==> config.mk <==
export PLATFORM = sky130hd
export DESIGN_NAME = led_flash_and_beep_pattern_top
export DESIGN_NICKNAME = d
export VERILOG_FILES = /design/src/rtl/lfb_pkg.sv /design/src/rtl/lfb_cfg.sv /design/src/rtl/lfb_mod.sv /design/src/rtl/lfb_core.sv /design/src/rtl/lfb_outq.sv /design/src/rtl/led_flash_and_beep_pattern_top.sv
export SDC_FILE = /design/constraint.sdc
export NUM_CORES = 1
export LEC_CHECK = 0
export ABC_CLOCK_PERIOD_IN_PS = 19000
export BUFFER_PORTS_ARGS = -buffer_cell sky130_fd_sc_hd__buf_2
export CAP_MARGIN = 20
export CORE_MARGIN = 5
export CORE_UTILIZATION = 51
export DETAILED_ROUTE_END_ITERATION = 6
export GPL_TIMING_DRIVEN = 1
export PLACE_DENSITY_LB_ADDON = 0.25
export SLEW_MARGIN = 0
export SYNTH_ARGS = -nofsm -noshare
export SYNTH_HDL_FRONTEND = slang
export SYNTH_SLANG_ARGS = --single-unit
==> constraint.sdc <==
create_clock -name clk -period 19 [get_ports clk]
set_input_delay 0.95 -clock clk [delete_from_list [all_inputs] [get_ports clk]]
set_output_delay 0.95 -clock clk [all_outputs]
set_load 0.01 [all_outputs]
==> src/rtl/lfb_pkg.sv <==
`timescale 1ns / 1ps

package lfb_pkg;

    localparam logic [1:0] MODE_OFF   = 2'd0;
    localparam logic [1:0] MODE_ON    = 2'd1;
    localparam logic [1:0] MODE_FLASH = 2'd2;
    localparam logic [1:0] MODE_BEEP  = 2'd3;

    localparam int CFG_IDX_W = 3;
    localparam logic [CFG_IDX_W-1:0] CFG_MODE      = 3'd0;
    localparam logic [CFG_IDX_W-1:0] CFG_FLASH_ON  = 3'd1;
    localparam logic [CFG_IDX_W-1:0] CFG_FLASH_OFF = 3'd2;
    localparam logic [CFG_IDX_W-1:0] CFG_SLOTS     = 3'd3;
    localparam logic [CFG_IDX_W-1:0] CFG_REPEAT    = 3'd4;

    localparam int CFG_DATA_W   = 48;
    localparam int FLASH_W      = 16;
    localparam int FLASH_TOT_W  = FLASH_W + 1;
    localparam int SLOT_REG_W   = 48;
    localparam int SLOT_MAX     = 8;
    localparam int SLOT_BYTE_W  = 8;
    localparam int SLOT_OUT_W   = 3;

    localparam int SLOT_COUNT_DEF   = 6;
    localparam int SLOT_UNIT_MS_DEF = 50;

    localparam logic REPEAT_RESET = 1'b1;

    typedef struct packed {
        logic                  drive;
        logic                  finished;
        logic [SLOT_OUT_W-1:0] current_slot;
    } res_t;

endpackage

==> src/rtl/lfb_cfg.sv <==
`timescale 1ns / 1ps

module lfb_cfg #(
    parameter int SLOT_COUNT   = lfb_pkg::SLOT_COUNT_DEF,
    parameter int SLOT_UNIT_MS = lfb_pkg::SLOT_UNIT_MS_DEF,
    parameter int PHASE_W      = 17,
    parameter int NSLOT_W      = 3
) (
    input  logic                                clk,
    input  logic                                rst_n,
    input  logic                                cfg_wr,
    input  logic [lfb_pkg::CFG_IDX_W-1:0]       cfg_index,
    input  logic [lfb_pkg::CFG_DATA_W-1:0]      cfg_data,
    output logic [1:0]                          mode,
    output logic [lfb_pkg::FLASH_W-1:0]         flash_on,
    output logic                                repeat_en,
    output logic [PHASE_W-1:0]                  total,
    output logic [PHASE_W-1:0]                  bound [SLOT_COUNT],
    output logic [NSLOT_W-1:0]                  nslot
);

    logic [1:0]                        mode_reg;
    logic [lfb_pkg::FLASH_W-1:0]       on_reg;
    logic [lfb_pkg::FLASH_W-1:0]       off_reg;
    logic [lfb_pkg::SLOT_REG_W-1:0]    slots_reg;
    logic                              repeat_reg;

    logic [PHASE_W-1:0] total_reg;
    logic [PHASE_W-1:0] total_next;
    logic [PHASE_W-1:0] bound_reg [SLOT_COUNT];
    logic [PHASE_W-1:0] bound_next [SLOT_COUNT];
    logic [NSLOT_W-1:0] nslot_reg;
    logic [NSLOT_W-1:0] nslot_next;

    logic [lfb_pkg::SLOT_MAX*lfb_pkg::SLOT_BYTE_W-1:0] slots_pad;

    always_ff @(posedge clk or negedge rst_n)
    begin
        if (!rst_n)
        begin
            mode_reg   <= lfb_pkg::MODE_OFF;
            on_reg     <= '0;
            off_reg    <= '0;
            slots_reg  <= '0;
            repeat_reg <= lfb_pkg::REPEAT_RESET;
        end
        else if (cfg_wr)
        begin
            case (cfg_index)
                lfb_pkg::CFG_MODE:      mode_reg   <= cfg_data[1:0];
                lfb_pkg::CFG_FLASH_ON:  on_reg     <= cfg_data[lfb_pkg::FLASH_W-1:0];
                lfb_pkg::CFG_FLASH_OFF: off_reg    <= cfg_data[lfb_pkg::FLASH_W-1:0];
                lfb_pkg::CFG_SLOTS:     slots_reg  <= cfg_data[lfb_pkg::SLOT_REG_W-1:0];
                lfb_pkg::CFG_REPEAT:    repeat_reg <= cfg_data[0];
                default:                ;
            endcase
        end
    end

    assign slots_pad = {{(lfb_pkg::SLOT_MAX*lfb_pkg::SLOT_BYTE_W-lfb_pkg::SLOT_REG_W){1'b0}},
                        slots_reg};

    // Prefix sums of the active slots; the first zero slot stops the list.
    always_comb
    begin
        logic               act;
        logic [PHASE_W-1:0] acc;
        logic [PHASE_W-1:0] len;
        act        = 1'b1;
        acc        = '0;
        nslot_next = '0;
        for (int k = 0; k < SLOT_COUNT; k++)
        begin
            len = PHASE_W'(slots_pad[k*lfb_pkg::SLOT_BYTE_W +: lfb_pkg::SLOT_BYTE_W])
                * PHASE_W'(SLOT_UNIT_MS);
            if (act && len != '0)
            begin
                acc        = acc + len;
                nslot_next = nslot_next + NSLOT_W'(1);
            end
            else
            begin
                act = 1'b0;
            end
            bound_next[k] = acc;
        end
        case (mode_reg)
            lfb_pkg::MODE_FLASH:
                total_next = PHASE_W'(lfb_pkg::FLASH_TOT_W'(on_reg)
                                    + lfb_pkg::FLASH_TOT_W'(off_reg));
            lfb_pkg::MODE_BEEP:
                total_next = acc;
            default:
                total_next = '0;
        endcase
    end

    always_ff @(posedge clk or negedge rst_n)
    begin
        if (!rst_n)
        begin
            total_reg <= '0;
            nslot_reg <= '0;
            for (int k = 0; k < SLOT_COUNT; k++)
            begin
                bound_reg[k] <= '0;
            end
        end
        else
        begin
            total_reg <= total_next;
            nslot_reg <= nslot_next;
            for (int k = 0; k < SLOT_COUNT; k++)
            begin
                bound_reg[k] <= bound_next[k];
            end
        end
    end

    assign mode      = mode_reg;
    assign flash_on  = on_reg;
    assign repeat_en = repeat_reg;
    assign total     = total_reg;
    assign bound     = bound_reg;
    assign nslot     = nslot_reg;

endmodule

==> src/rtl/lfb_mod.sv <==
`timescale 1ns / 1ps

// Bit-serial restoring remainder, one dividend bit per cycle.
module lfb_mod #(
    parameter int W = 17
) (
    input  logic         clk,
    input  logic         rst_n,
    input  logic         start,
    input  logic [W-1:0] dividend,
    input  logic [W-1:0] divisor,
    output logic         done,
    output logic [W-1:0] remainder
);

    localparam int CNT_W = $clog2(W + 1);

    logic [W-1:0]     dvd_reg;
    logic [W-1:0]     rem_reg;
    logic [CNT_W-1:0] cnt_reg;
    logic             run_reg;
    logic             done_reg;
    logic [W:0]       trial;

    assign trial = {rem_reg, dvd_reg[W-1]};

    always_ff @(posedge clk or negedge rst_n)
    begin
        if (!rst_n)
        begin
            run_reg  <= 1'b0;
            done_reg <= 1'b0;
            cnt_reg  <= '0;
        end
        else
        begin
            done_reg <= 1'b0;
            if (start)
            begin
                run_reg <= 1'b1;
                cnt_reg <= CNT_W'(W);
            end
            else if (run_reg)
            begin
                cnt_reg <= cnt_reg - CNT_W'(1);
                if (cnt_reg == CNT_W'(1))
                begin
                    run_reg  <= 1'b0;
                    done_reg <= 1'b1;
                end
            end
        end
    end

    always_ff @(posedge clk)
    begin
        if (start)
        begin
            dvd_reg <= dividend;
            rem_reg <= '0;
        end
        else if (run_reg)
        begin
            dvd_reg <= dvd_reg << 1;
            if (trial >= {1'b0, divisor})
            begin
                rem_reg <= W'(trial - {1'b0, divisor});
            end
            else
            begin
                rem_reg <= W'(trial);
            end
        end
    end

    assign done      = done_reg;
    assign remainder = rem_reg;

endmodule

==> src/rtl/lfb_core.sv <==
`timescale 1ns / 1ps

module lfb_core #(
    parameter int SLOT_COUNT = lfb_pkg::SLOT_COUNT_DEF,
    parameter int PHASE_W    = 17,
    parameter int NSLOT_W    = 3
) (
    input  logic                          clk,
    input  logic                          rst_n,
    input  logic                          cfg_wr,
    input  logic                          in_valid,
    output logic                          in_ready,
    input  logic                          advance,
    input  logic                          restart,
    input  logic                          q_full,
    output logic                          push,
    output lfb_pkg::res_t                 res,
    input  logic [1:0]                    mode,
    input  logic [lfb_pkg::FLASH_W-1:0]   flash_on,
    input  logic                          repeat_en,
    input  logic [PHASE_W-1:0]            total,
    input  logic [PHASE_W-1:0]            bound [SLOT_COUNT],
    input  logic [NSLOT_W-1:0]            nslot
);

    localparam logic [1:0] ST_IDLE   = 2'd0;
    localparam logic [1:0] ST_SETTLE = 2'd1;
    localparam logic [1:0] ST_RUN    = 2'd2;

    logic [1:0]         state_reg;
    logic [1:0]         state_next;
    logic [PHASE_W-1:0] phase_reg;
    logic [PHASE_W-1:0] phase_next;
    logic               done_reg;
    logic               done_next;

    logic               mod_start;
    logic               mod_done;
    logic [PHASE_W-1:0] mod_rem;
    logic               accept;

    logic [PHASE_W-1:0] p0;
    logic [PHASE_W-1:0] p1;
    logic [PHASE_W-1:0] pinc;
    logic               d0;
    logic [NSLOT_W-1:0] which;

    lfb_mod #(
        .W (PHASE_W)
    ) u_mod (
        .clk       (clk),
        .rst_n     (rst_n),
        .start     (mod_start),
        .dividend  (phase_reg),
        .divisor   (total),
        .done      (mod_done),
        .remainder (mod_rem)
    );

    assign in_ready  = (state_reg == ST_IDLE) && !q_full;
    assign accept    = in_valid && in_ready;
    assign push      = accept;
    assign mod_start = (state_reg == ST_SETTLE) && !cfg_wr;

    // A configuration write may leave the phase beyond the new period, so the
    // phase is reduced once before the next item is taken.
    always_comb
    begin
        state_next = state_reg;
        if (cfg_wr)
        begin
            state_next = ST_SETTLE;
        end
        else
        begin
            case (state_reg)
                ST_IDLE:   state_next = ST_IDLE;
                ST_SETTLE: state_next = ST_RUN;
                ST_RUN:    state_next = mod_done ? ST_IDLE : ST_RUN;
                default:   state_next = ST_IDLE;
            endcase
        end
    end

    always_comb
    begin
        p0   = restart ? '0 : phase_reg;
        d0   = restart ? 1'b0 : done_reg;
        pinc = p0 + PHASE_W'(1);
        if (total != '0 && advance && !((mode == lfb_pkg::MODE_BEEP) && d0))
        begin
            p1 = (pinc == total) ? '0 : pinc;
        end
        else
        begin
            p1 = p0;
        end

        // Bounds rise strictly over the active slots, so the slot index is the
        // number of bounds already passed.
        which = '0;
        for (int k = 0; k < SLOT_COUNT; k++)
        begin
            if (NSLOT_W'(k) < nslot && p1 >= bound[k])
            begin
                which = which + NSLOT_W'(1);
            end
        end

        done_next        = d0;
        res.drive        = 1'b0;
        res.finished     = 1'b0;
        res.current_slot = '0;
        case (mode)
            lfb_pkg::MODE_ON:
                res.drive = 1'b1;
            lfb_pkg::MODE_FLASH:
                res.drive = (total != '0) && (p1 <= PHASE_W'(flash_on));
            lfb_pkg::MODE_BEEP:
            begin
                if (total != '0)
                begin
                    res.current_slot = lfb_pkg::SLOT_OUT_W'(which);
                    if (!d0)
                    begin
                        res.drive = !which[0];
                        if (which == nslot - NSLOT_W'(1) && which[0] && !repeat_en)
                        begin
                            done_next = 1'b1;
                        end
                    end
                end
                if (done_next)
                begin
                    res.drive    = 1'b0;
                    res.finished = 1'b1;
                end
            end
            default:
                res.drive = 1'b0;
        endcase

        phase_next = p1;
    end

    always_ff @(posedge clk or negedge rst_n)
    begin
        if (!rst_n)
        begin
            state_reg <= ST_IDLE;
            phase_reg <= '0;
            done_reg  <= 1'b0;
        end
        else
        begin
            state_reg <= state_next;
            if (accept)
            begin
                phase_reg <= phase_next;
                done_reg  <= done_next;
            end
            else if (state_reg == ST_RUN && mod_done && !cfg_wr)
            begin
                phase_reg <= mod_rem;
            end
        end
    end

endmodule

==> src/rtl/lfb_outq.sv <==
`timescale 1ns / 1ps

// Two-entry result queue so a new beat is taken while a result waits.
module lfb_outq (
    input  logic          clk,
    input  logic          rst_n,
    input  logic          push,
    input  lfb_pkg::res_t push_data,
    output logic          full,
    output logic          out_valid,
    input  logic          out_ready,
    output lfb_pkg::res_t out_data
);

    lfb_pkg::res_t ent_reg [2];
    logic          wptr_reg;
    logic          rptr_reg;
    logic [1:0]    cnt_reg;
    logic          pop;

    assign out_valid = (cnt_reg != 2'd0);
    assign full      = (cnt_reg == 2'd2);
    assign pop       = out_valid && out_ready;
    assign out_data  = ent_reg[rptr_reg];

    always_ff @(posedge clk or negedge rst_n)
    begin
        if (!rst_n)
        begin
            wptr_reg <= 1'b0;
            rptr_reg <= 1'b0;
            cnt_reg  <= 2'd0;
        end
        else
        begin
            if (push)
            begin
                wptr_reg <= !wptr_reg;
            end
            if (pop)
            begin
                rptr_reg <= !rptr_reg;
            end
            if (push && !pop)
            begin
                cnt_reg <= cnt_reg + 2'd1;
            end
            else if (pop && !push)
            begin
                cnt_reg <= cnt_reg - 2'd1;
            end
        end
    end

    always_ff @(posedge clk)
    begin
        if (push)
        begin
            ent_reg[wptr_reg] <= push_data;
        end
    end

endmodule

==> src/rtl/led_flash_and_beep_pattern_top.sv <==
`timescale 1ns / 1ps

// Channel   Handshake              Payload
// input     in_valid / in_ready    advance, restart
// result    out_valid / out_ready  drive, finished, current_slot
// config    cfg_valid / cfg_ready  cfg_index, cfg_data
//
// One input beat is taken per cycle while in_ready is high; its result appears
// in the queue the next cycle, and the two-entry queue keeps the input open
// while a result waits. After any config beat, in_ready drops while the core
// settles and the bit-serial remainder unit folds the phase into the new
// period. cfg_ready is always high.
// Reset clears the phase, the finished mark and the queue, and loads the
// register reset values.
module led_flash_and_beep_pattern_top #(
    parameter int SLOT_COUNT   = lfb_pkg::SLOT_COUNT_DEF,
    parameter int SLOT_UNIT_MS = lfb_pkg::SLOT_UNIT_MS_DEF
) (
    input  logic                             clk,
    input  logic                             rst_n,
    input  logic                             in_valid,
    output logic                             in_ready,
    input  logic                             advance,
    input  logic                             restart,
    output logic                             out_valid,
    input  logic                             out_ready,
    output logic                             drive,
    output logic                             finished,
    output logic [lfb_pkg::SLOT_OUT_W-1:0]   current_slot,
    input  logic                             cfg_valid,
    output logic                             cfg_ready,
    input  logic [lfb_pkg::CFG_IDX_W-1:0]    cfg_index,
    input  logic [lfb_pkg::CFG_DATA_W-1:0]   cfg_data
);

    localparam int BEEP_MAX = 255 * SLOT_UNIT_MS * SLOT_COUNT;
    localparam int BEEP_W   = $clog2(BEEP_MAX + 1);
    localparam int PHASE_W  = (BEEP_W > lfb_pkg::FLASH_TOT_W) ? BEEP_W : lfb_pkg::FLASH_TOT_W;
    localparam int NSLOT_W  = $clog2(SLOT_COUNT + 1);

    logic                        cfg_wr;
    logic [1:0]                  mode;
    logic [lfb_pkg::FLASH_W-1:0] flash_on;
    logic                        repeat_en;
    logic [PHASE_W-1:0]          total;
    logic [PHASE_W-1:0]          bound [SLOT_COUNT];
    logic [NSLOT_W-1:0]          nslot;
    logic                        q_full;
    logic                        push;
    lfb_pkg::res_t               res;
    lfb_pkg::res_t               out_data;

    assign cfg_ready = 1'b1;
    assign cfg_wr    = cfg_valid && cfg_ready;

    lfb_cfg #(
        .SLOT_COUNT   (SLOT_COUNT),
        .SLOT_UNIT_MS (SLOT_UNIT_MS),
        .PHASE_W      (PHASE_W),
        .NSLOT_W      (NSLOT_W)
    ) u_cfg (
        .clk       (clk),
        .rst_n     (rst_n),
        .cfg_wr    (cfg_wr),
        .cfg_index (cfg_index),
        .cfg_data  (cfg_data),
        .mode      (mode),
        .flash_on  (flash_on),
        .repeat_en (repeat_en),
        .total     (total),
        .bound     (bound),
        .nslot     (nslot)
    );

    lfb_core #(
        .SLOT_COUNT (SLOT_COUNT),
        .PHASE_W    (PHASE_W),
        .NSLOT_W    (NSLOT_W)
    ) u_core (
        .clk       (clk),
        .rst_n     (rst_n),
        .cfg_wr    (cfg_wr),
        .in_valid  (in_valid),
        .in_ready  (in_ready),
        .advance   (advance),
        .restart   (restart),
        .q_full    (q_full),
        .push      (push),
        .res       (res),
        .mode      (mode),
        .flash_on  (flash_on),
        .repeat_en (repeat_en),
        .total     (total),
        .bound     (bound),
        .nslot     (nslot)
    );

    lfb_outq u_outq (
        .clk       (clk),
        .rst_n     (rst_n),
        .push      (push),
        .push_data (res),
        .full      (q_full),
        .out_valid (out_valid),
        .out_ready (out_ready),
        .out_data  (out_data)
    );

    assign drive        = out_data.drive;
    assign finished     = out_data.finished;
    assign current_slot = out_data.current_slot;

endmodule

* After elaboration in Yosys (flattened, before gate mapping)
Memory sizes are Yosys's and may differ from the RTL's.
Index checks and enable logic that the tools add are counted.
** Cells by class
- Multiplexer cells :: 59
- Div/mod/pow operators :: 0
- Eq/ne operators :: 13
- $lt $le $gt $ge :: 14
- Reduce and logical (&&, ||, !) cells :: 52
- Add/subtract/negate cells :: 22
- Multipliers :: 6
- Shift operators :: 0
- Bitwise gates (word level) :: 0
** Operator list (count)
- 17-bit two-way mux :: 12
- 17-bit greater-or-equal comparator :: 5
- 14-bit nonzero test :: 6
- 8-bit by 5-bit multiplier with 13-bit output, second input constant :: 6
- 17-bit by 14-bit adder with 17-bit output :: 4
- 17-bit one-hot mux with 2 select lines :: 1
- 3-bit two-way mux :: 11
- 1-bit logical AND :: 25
- 3-bit by 1-bit adder with 3-bit output, second input constant :: 8
- 1-bit two-way mux :: 23
- 18-bit by 17-bit greater-or-equal comparator with 1-bit output :: 1
- 16-bit by 16-bit adder with 17-bit output :: 1
- 17-bit by 1-bit adder with 17-bit output, second input constant :: 1
- 17-bit == test :: 1
- 17-bit by 14-bit greater-or-equal comparator with 1-bit output :: 1
- 17-bit by 16-bit less-or-equal comparator with 1-bit output :: 1
- 17-bit nonzero test :: 1
- 17-bit subtractor :: 1
- 14-bit by 14-bit adder with 15-bit output :: 1
- 15-bit two-way mux :: 1
- 14-bit two-way mux :: 1
- 2-bit two-way mux :: 5
- 5-bit two-way mux :: 2
- 2-bit AND reduction :: 5
- other kinds (22) :: 42
** Word-level totals
- Latch bits :: 0
- Input bits :: 58
- ROM bits :: 0
- Register bits after elaboration :: 267
- Word-level logic and storage cells :: 191
- Bits in writable memories :: 10
- Memories :: 1
** Memories
- u_outq.ent_reg :: words 2, width 5, rd ports 1, clocked after memory_dff 0, wr ports 1, line lfb_outq.sv:15 : lfb_pkg::res_t ent_reg [2];

* Depth between registers and ports, before layout
Gate-level depths: netlist (run 1).
- Depth after elaboration :: 27
- Gate-level depth with buffers :: 55

* Hierarchy
Synthesis (run 1) repeated with hierarchy kept, for this count alone.
** Unflattened totals
- Cells, all modules :: 2707
- Area total of the unflattened synthesis :: 24757.5 um2
** By module, submodules not included
- lfb_cfg :: sequential area each 4830.9 um2, cells an instance 1564, area each 15433.6 um2, instances 1
- lfb_core :: sequential area each 500.5 um2, cells an instance 798, area each 5820.6 um2, instances 1
- lfb_mod :: sequential area each 1026.0 um2, cells an instance 311, area each 2929.1 um2, instances 1
- lfb_outq :: sequential area each 400.4 um2, cells an instance 32, area each 563.0 um2, instances 1
- led_flash_and_beep_pattern_top :: sequential area each 0.0 um2, cells an instance 2, area each 11.3 um2, instances 1

* Worst setup path after synthesis (run 1)
Ideal clock, no wire load.
- Path type :: register -> register
- Start :: register u_cfg.slots_reg[2] (netlist name)
- End :: register u_cfg.total_reg[14] (netlist: u_cfg.total[14])
- Period minus slack after synthesis :: 10.309 ns
- Setup time :: 0.119 ns
- Setup slack :: 8.691 ns
- Data arrival time :: 10.190 ns
- Cell stages (with the launch flop) :: 48
- Data required time :: 18.881 ns
- Cell sequence :: dfrtp_1 -> ha_1 -> ha_1 -> fa_1 -> ha_1 -> a21o_1 -> a211oi_1 -> nor2_1 -> or4_1 -> a2111oi_2 -> and2_1 -> clkbuf_1 -> clkbuf_1 -> nor2_1 -> ha_1 -> fa_1 -> a21o_1 -> a21oi_1 -> (+12 left out) -> xnor2_1 -> mux2_2 -> ha_1 -> or2_2 -> a21oi_1 -> a21oi_1 -> a21o_1 -> a21oi_1 -> xnor2_1 -> mux2i_1 -> nor2_1 -> a21o_1 -> ha_1 -> o41a_1 -> o311a_1 -> o21ai_1 -> mux2i_1 -> nand2_1
** RTL lines
- start, declared :: line lfb_cfg.sv:25 : logic [lfb_pkg::SLOT_REG_W-1:0] slots_reg;
- start signal, assigned :: line lfb_cfg.sv:53 : lfb_pkg::CFG_SLOTS: slots_reg <= cfg_data[lfb_pkg::SLOT_REG_W-1:0];
- end signal, assigned :: line lfb_cfg.sv:111 : total_reg <= total_next;
- end, declared :: line lfb_cfg.sv:28 : logic [PHASE_W-1:0] total_reg;

==> flow_metrics.py, run 1 <==
metrics = {
    "outcome": {
        "outcome": "finished clean",
    },
    "yosys": {
        "yosysMostFrequentCell": "ha_1",
        "ys_top_cells_by_count": "ha_1 (396), inv_1 (284), dfrtp_1 (223)",
        "async_reset_ff_share_pct": 83.6,
        "synth_top_area_cell": "dfrtp_1",
        "yosysSeqAreaShare_pct": 28.2,
        "avgSynthCellArea_sq_um": 9.00,
        "synth_flop_cell": "dfrtp_1",
        "yosysWarnings": 0,
        "synth_cells": 2661,
        "synth_fp_nets": 3140,
        "synth_top_cell_area_share_pct": 23.3,
        "synth_seq_cells": 268,
        "synth_edf_count": 27,
        "synth_cell_types": 107,
        "synthTopCellsByArea": "dfrtp_1 (23%), ha_1 (21%), inv_1 (4.4%), mux2_2 (4.0%), edfxtp_1 (3.4%)",
        "syn_area_sq_mm": 0.0240,
    },
    "sta": {
        "min_period_ns": 12.09,
        "worstMarginPinSlew_ns": 1.03,
        "setup_violations": 0,
        "rsz0062_at_grt": "no",
        "hold_violations": 0,
        "max_slew_margin_pct": 31.2,
        "period_share_pct": 63.6,
        "drv_slew": 0,
        "fin_tns_setup_ns": 0,
        "fin_skew_ns": 0.0294,
        "max_freq_ghz": 0.0827,
    },
    "clock_network": {
        "clockRootBuffer": "clkbuf_16",
        "numCtsBuffers": 35,
        "cts_tree": "yes",
        "insertion_delay_ns": 0.56,
        "cts-hold-fix-buffers": 0,
        "htree_levels": 2,
        "clockBufferDepth": 3,
        "cts_setup_buffers": 0,
        "cts.sinks": 268,
        "clkTransAtPathRegs_ns": 0.07,
        "cts_resized": 0,
    },
    "place": {
        "postPlaceCellArea_sq_mm": 0.0250,
        "hpwl_mm": 53.1,
        "port_buffers": 64,
        "gp_congestion": 0.977,
        "dp.cells": 3289,
    },
    "worst_setup_path": {
        "rrSetupSlack_ns": 6.91,
        "crit_slowest_cell": "nor3_1",
        "end_kind": "flop",
        "critPathMaxStageDelay_ns": 0.74,
        "critical_path_class": "reg2reg",
        "cp_common_cell": "ha_1",
        "startpoint_type": "flop",
        "reg2reg_from": "u_cfg.slots_reg[2]",
        "critical_path.max_fanout": 16,
        "worstPathRequired_ns": 19.50,
        "critPathArrivalTime_ns": 12.59,
        "r2r_cells": 44,
        "r2r-end": "u_cfg.total[13]",
    },
    "drt": {
        "wl_per_cell_um": 20.1,
        "drt_iter0_markers": 1374,
        "vias_per_cell": 5.89,
        "drcViolationCount": 0,
        "drt.antenna.violating_nets": 0,
        "vias": 19800,
        "wirelength_mm": 67.5,
        "firstDrtPassIters": 5,
    },
    "layout": {
        "largest_reg_flops": 90,
        "drive_gt1_share_pct": 11.0,
        "final_cells": 3352,
        "fin_util_pct": 56.3,
        "syn_to_final_growth_pct": 9.48,
        "fin_area_sq_mm": 0.0262,
        "diodes": 0,
        "nets": 3199,
    },
    "grt": {
        "met1_usage_pct": 34.0,
        "grt_pass1_wl_mm": 107,
        "grt_pass1_vias": 19600,
        "grt_max_degree": 79,
        "met2_usage_pct": 43.0,
        "met3_usage_pct": 3.79,
        "grt.overflow.total": 0,
        "grtUsageTotal_pct": 26.2,
        "grt_busiest_layer": "met2",
        "antenna_found_initial": 0,
    },
    "worst_hold_path": {
        "hp-class": "in2async",
    },
    "floorplanning": {
        "dieWidth_um": 227,
        "dieArea_sq_mm": 0.0514,
        "core_sq_mm": 0.0466,
        "rows": 79,
        "ioPinCount": 66,
        "start_util_pct": 51.5,
        "die_y_um": 227,
    },
    "run": {
        "drv_cap": 0,
    },
}
[metrics by stage]
step	worst slack, ns	hold slack [ns]
final	6.91	0.375
after global routing	6.26	0.426
after CTS	7.15	0.382
after detailed placement	7.20	0.495
after global placement	7.46	0.481
after floorplan	8.69	0.450
[per-layer routing]
layer | share of wire [%] | wire [um] | up-vias
li1 | - | - | 9525
met1 | 43 | 28800 | 9435
met2 | 46 | 31100 | 597
met3 | 5.5 | 3680 | 198
met4 | 5.9 | 3950 | 0
met5 | 0 | 0 | -
[worst max-delay path by stage]
stage / startpoint / endpoint / slack (ns) / cells after the start
global route: u_cfg.slots_reg[2] / u_cfg.total[13] / 6.26 / 44
finish: u_cfg.slots_reg[2] / u_cfg.total[13] / 6.91 / 44
global placement: u_cfg.slots_reg[2] / u_cfg.total[13] / 7.46 / 44
floorplan: u_cfg.slots_reg[2] / u_cfg.total[14] / 8.69 / 47
CTS: u_cfg.slots_reg[2] / u_cfg.total[13] / 7.15 / 44
detailed placement: u_cfg.slots_reg[2] / u_cfg.total[15] / 7.20 / 44
[cell usage in the layout (no fill, tap or decap), drive strengths merged, types with 9 or more instances in the layout]
| cell | netlist | final |
|---|---|---|
| mux2 | 86 | 86 |
| and2 | 14 | 14 |
| nand3 | 36 | 36 |
| o211a | 9 | 9 |
| a21o | 67 | 67 |
| buf | 24 | 95 |
| nor3 | 52 | 52 |
| or3 | 22 | 22 |
| dfrtp | 223 | 223 |
| o211ai | 13 | 13 |
| nor2 | 187 | 187 |
| a211oi | 22 | 22 |
| mux2i | 41 | 41 |
| a31oi | 18 | 18 |
| a21boi | 17 | 17 |
| nand2b | 25 | 25 |
| ha | 396 | 396 |
| edfxtp | 27 | 27 |
| a31o | 9 | 9 |
| o21ai | 163 | 163 |
| o21a | 50 | 50 |
| nand2 | 211 | 211 |
| nor2b | 46 | 46 |
| nand4 | 26 | 26 |
| or4 | 15 | 15 |
| fa | 25 | 25 |
| nor3b | 13 | 13 |
| xnor2 | 87 | 87 |
| and3 | 10 | 10 |
| a21oi | 151 | 151 |
| clkbuf | 49 | 47 |
| nor4 | 18 | 18 |
| o21bai | 15 | 15 |
| xor2 | 52 | 52 |
| or2 | 20 | 20 |
| dfxtp | 17 | 17 |
| inv | 284 | 287 |
| o31ai | 13 | 13 |
[critical path, delay by kind of cell (launching register included)]
| kind | cells | cell delay, ns |
|---|---|---|
| buf+inv | 1 | 0.09 |
| xor+xnor | 4 | 0.61 |
| fa+ha+maj | 10 | 3.86 |
| flops | 1 | 0.46 |
| simple gates | 11 | 2.78 |
| compound gates | 16 | 3.75 |
| mux | 2 | 0.47 |
[cells by family (layout without fill, tap and decap cells)]
group           after synthesis  after routing  share of synthesized area (%)
other cells                   1              1                         0.0157
fa+ha+maj                   422            422                           22.8
mux                         127            127                           5.75
buf+inv                     358            442                           5.81
flops                       268            268                           28.2
compound gates              624            624                           17.2
simple gates                720            720                           14.9
xor+xnor                    141            141                           5.37
[final cells by class]
| type | count | area (sq um) |
|---|---|---|
| Timing Repair Buffer | 95 | 583 |
| Tap cell | 607 | 759 |
| Clock buffer | 47 | 1020 |
| Clock inverter | 15 | 200 |
| Multi-Input combinational cell | 2035 | 15800 |
| Sequential cell | 268 | 6760 |
| Fill cell | 4119 | 20300 |
| Inverter | 285 | 1070 |
Power of run 1 is left out: the tool's default activity adds up to more than one toggle a clock period on the data nets, which glitch-free logic cannot reach.
==> run 2: changes to the inputs <==
- ABC_CLOCK_PERIOD_IN_PS: 19000 -> 9750
- clock period: 19 -> 9.75 ns (I/O delays scaled with it)
==> flow_metrics.py, run 2 (synthesis gave the netlist of run 1 again) <==
metrics = {
    "sta": {
        "drv_slew": 0,
        "rsz0062_at_grt": "yes",
        "worstMarginPinSlew_ns": 1.11,
        "min_period_ns": 9.81,
        "setup_violations": 5,
        "hold_violations": 0,
        "max_slew_margin_pct": 25.5,
        "worst_slack_ns": -0.0605,
        "period_share_pct": 101,
        "max_freq_ghz": 0.102,
        "fin_skew_ns": 0.0153,
    },
    "clock_network": {
        "cts_tree": "yes",
        "cts.sinks": 268,
        "insertion_delay_ns": 0.55,
        "clockRootBuffer": "clkbuf_16",
        "htree_levels": 2,
        "clkTransAtPathRegs_ns": 0.07,
        "clockBufferDepth": 3,
        "numCtsBuffers": 34,
    },
    "grt": {
        "grtUsageTotal_pct": 27.6,
        "grt_max_degree": 90,
        "antenna_found_initial": 0,
        "grt.overflow.total": 0,
        "grt_pass1_vias": 21000,
        "grt_pass1_wl_mm": 113,
    },
    "layout": {
        "mostFrequentLayoutCells": "ha_1 (359), inv_1 (283), buf_4 (246), dfrtp_1 (220), nand2_1 (203)",
        "nets": 3426,
        "fin_util_pct": 62.4,
        "fillers": 3866,
        "largest_reg_flops": 90,
        "diodes": 0,
        "syn_to_final_growth_pct": 21.2,
        "final_common_cell": "ha_1",
        "final_cells": 3580,
        "seqCellArea_sq_mm": 0.00676,
        "multi_input_area_sq_mm": 0.0169,
        "drive_gt1_share_pct": 22.7,
    },
    "drt": {
        "vias_per_cell": 5.90,
        "wirelength_mm": 73.2,
        "firstDrtPassIters": 6,
        "wl_per_cell_um": 20.5,
        "vias": 21100,
        "drcViolationCount": 0,
        "drt.antenna.violating_nets": 0,
        "drt_iter0_markers": 1327,
    },
    "outcome": {
        "violations": "setup timing",
        "outcome": "finished, violations left",
    },
    "place": {
        "dp.cells": 3465,
        "gp_congestion": 1.02,
        "hpwl_mm": 55.8,
        "port_buffers": 64,
    },
    "worst_hold_path": {
        "holdPathEnd": "u_cfg.slots_reg[16]",
        "whs_path_depth": 2,
        "min_from": "cfg_data[16]",
        "hp-class": "in2reg",
    },
    "worst_setup_path": {
        "critPathMaxStageDelay_ns": 0.55,
        "critical_path_class": "reg2reg",
        "critPathBufInv": 3,
        "r2r-end": "u_cfg.total[14]",
        "critical_path.max_fanout": 4,
        "worstPathRequired_ns": 10.18,
        "startpoint_type": "flop",
        "cp_common_cell": "ha_4",
        "rrSetupSlack_ns": -0.06,
        "cp_top_family": "compound AO/OA/AOI/OAI gates",
        "r2r_cells": 46,
        "end_kind": "flop",
        "critPathArrivalTime_ns": 10.24,
        "reg2reg_from": "u_cfg.slots_reg[3]",
        "crit_slowest_cell": "fa_2",
    },
    "floorplanning": {
        "start_util_pct": 51.5,
        "ioPinCount": 66,
        "core_sq_mm": 0.0466,
        "dieArea_sq_mm": 0.0514,
        "dieWidth_um": 227,
        "die_y_um": 227,
        "rows": 79,
    },
    "run": {
        "drv_cap": 0,
    },
}
[run 2: cell count changes in the layout (fill, tap and decap cells not counted), moves of 9 or more]
cell     before  now
ha_4          0   32
buf_6         0   10
ha_1        396  359
nor3_1       50   41
nor2_1      186  176
o21ai_0     153  133
buf_4        30  246
a21oi_2       2   24
a21oi_1     149  126
o21ai_1       8   20
[run 2: worst max path at each step]
stage | slack [ns] | startpoint | end | cells past startpoint
3_3_place_gp | -0.18 | u_cfg.slots_reg[2] | u_cfg.total[12] | 48
4_1_cts | 0.003 | u_cfg.slots_reg[1] | u_cfg.total[11] | 49
2_1_floorplan | 0.008 | u_cfg.slots_reg[2] | u_cfg.total[16] | 48
3_5_place_dp | -0.41 | u_cfg.slots_reg[2] | u_cfg.total[15] | 50
6_report | -0.06 | u_cfg.slots_reg[3] | u_cfg.total[14] | 46
5_1_grt | -0.55 | u_cfg.slots_reg[2] | u_cfg.total[12] | 51
[run 2: through the flow]
stage	instance area (sq um)	setup slack, ns	TNS (ns)	hold WS, ns
global placement	26400	-0.175	-0.765	0.486
floorplan	24100	0.00797	0	0.192
finish	29000	-0.0605	-0.203	0.166
detailed placement	26400	-0.411	-3.29	0.491
global route	29000	-0.552	-5.31	0.165
CTS	28200	0.00326	0	0.148
[run 2: cell type report]
type,count,area share (%)
inverters,285,3.68
clock buffers,41,3.20
clock inverters,21,1.07
repair buffers,323,8.03
well taps,607,2.62
flip-flops and latches,268,23.3
multi-input cells,2035,58.1
[run 2: what timing repair did]
item	in CTS	in global routing
hold endpoints to repair	1	0
resized for setup	54	127
buffers inserted	28	23
hold buffers	1	0
setup endpoints to repair	14	22
pin swaps	48	78
[run 2: layer usage]
layer  vias to the layer above  GRT usage, %  wire length (um)
met1                     10200          34.9             30200
met4                         0          13.2              3950
met3                       198          3.37              4280
met5                         -             0                 0
li1                       9976             -                 -
met2                       757          47.0             34800
Power of run 2 is left out for the same reason.
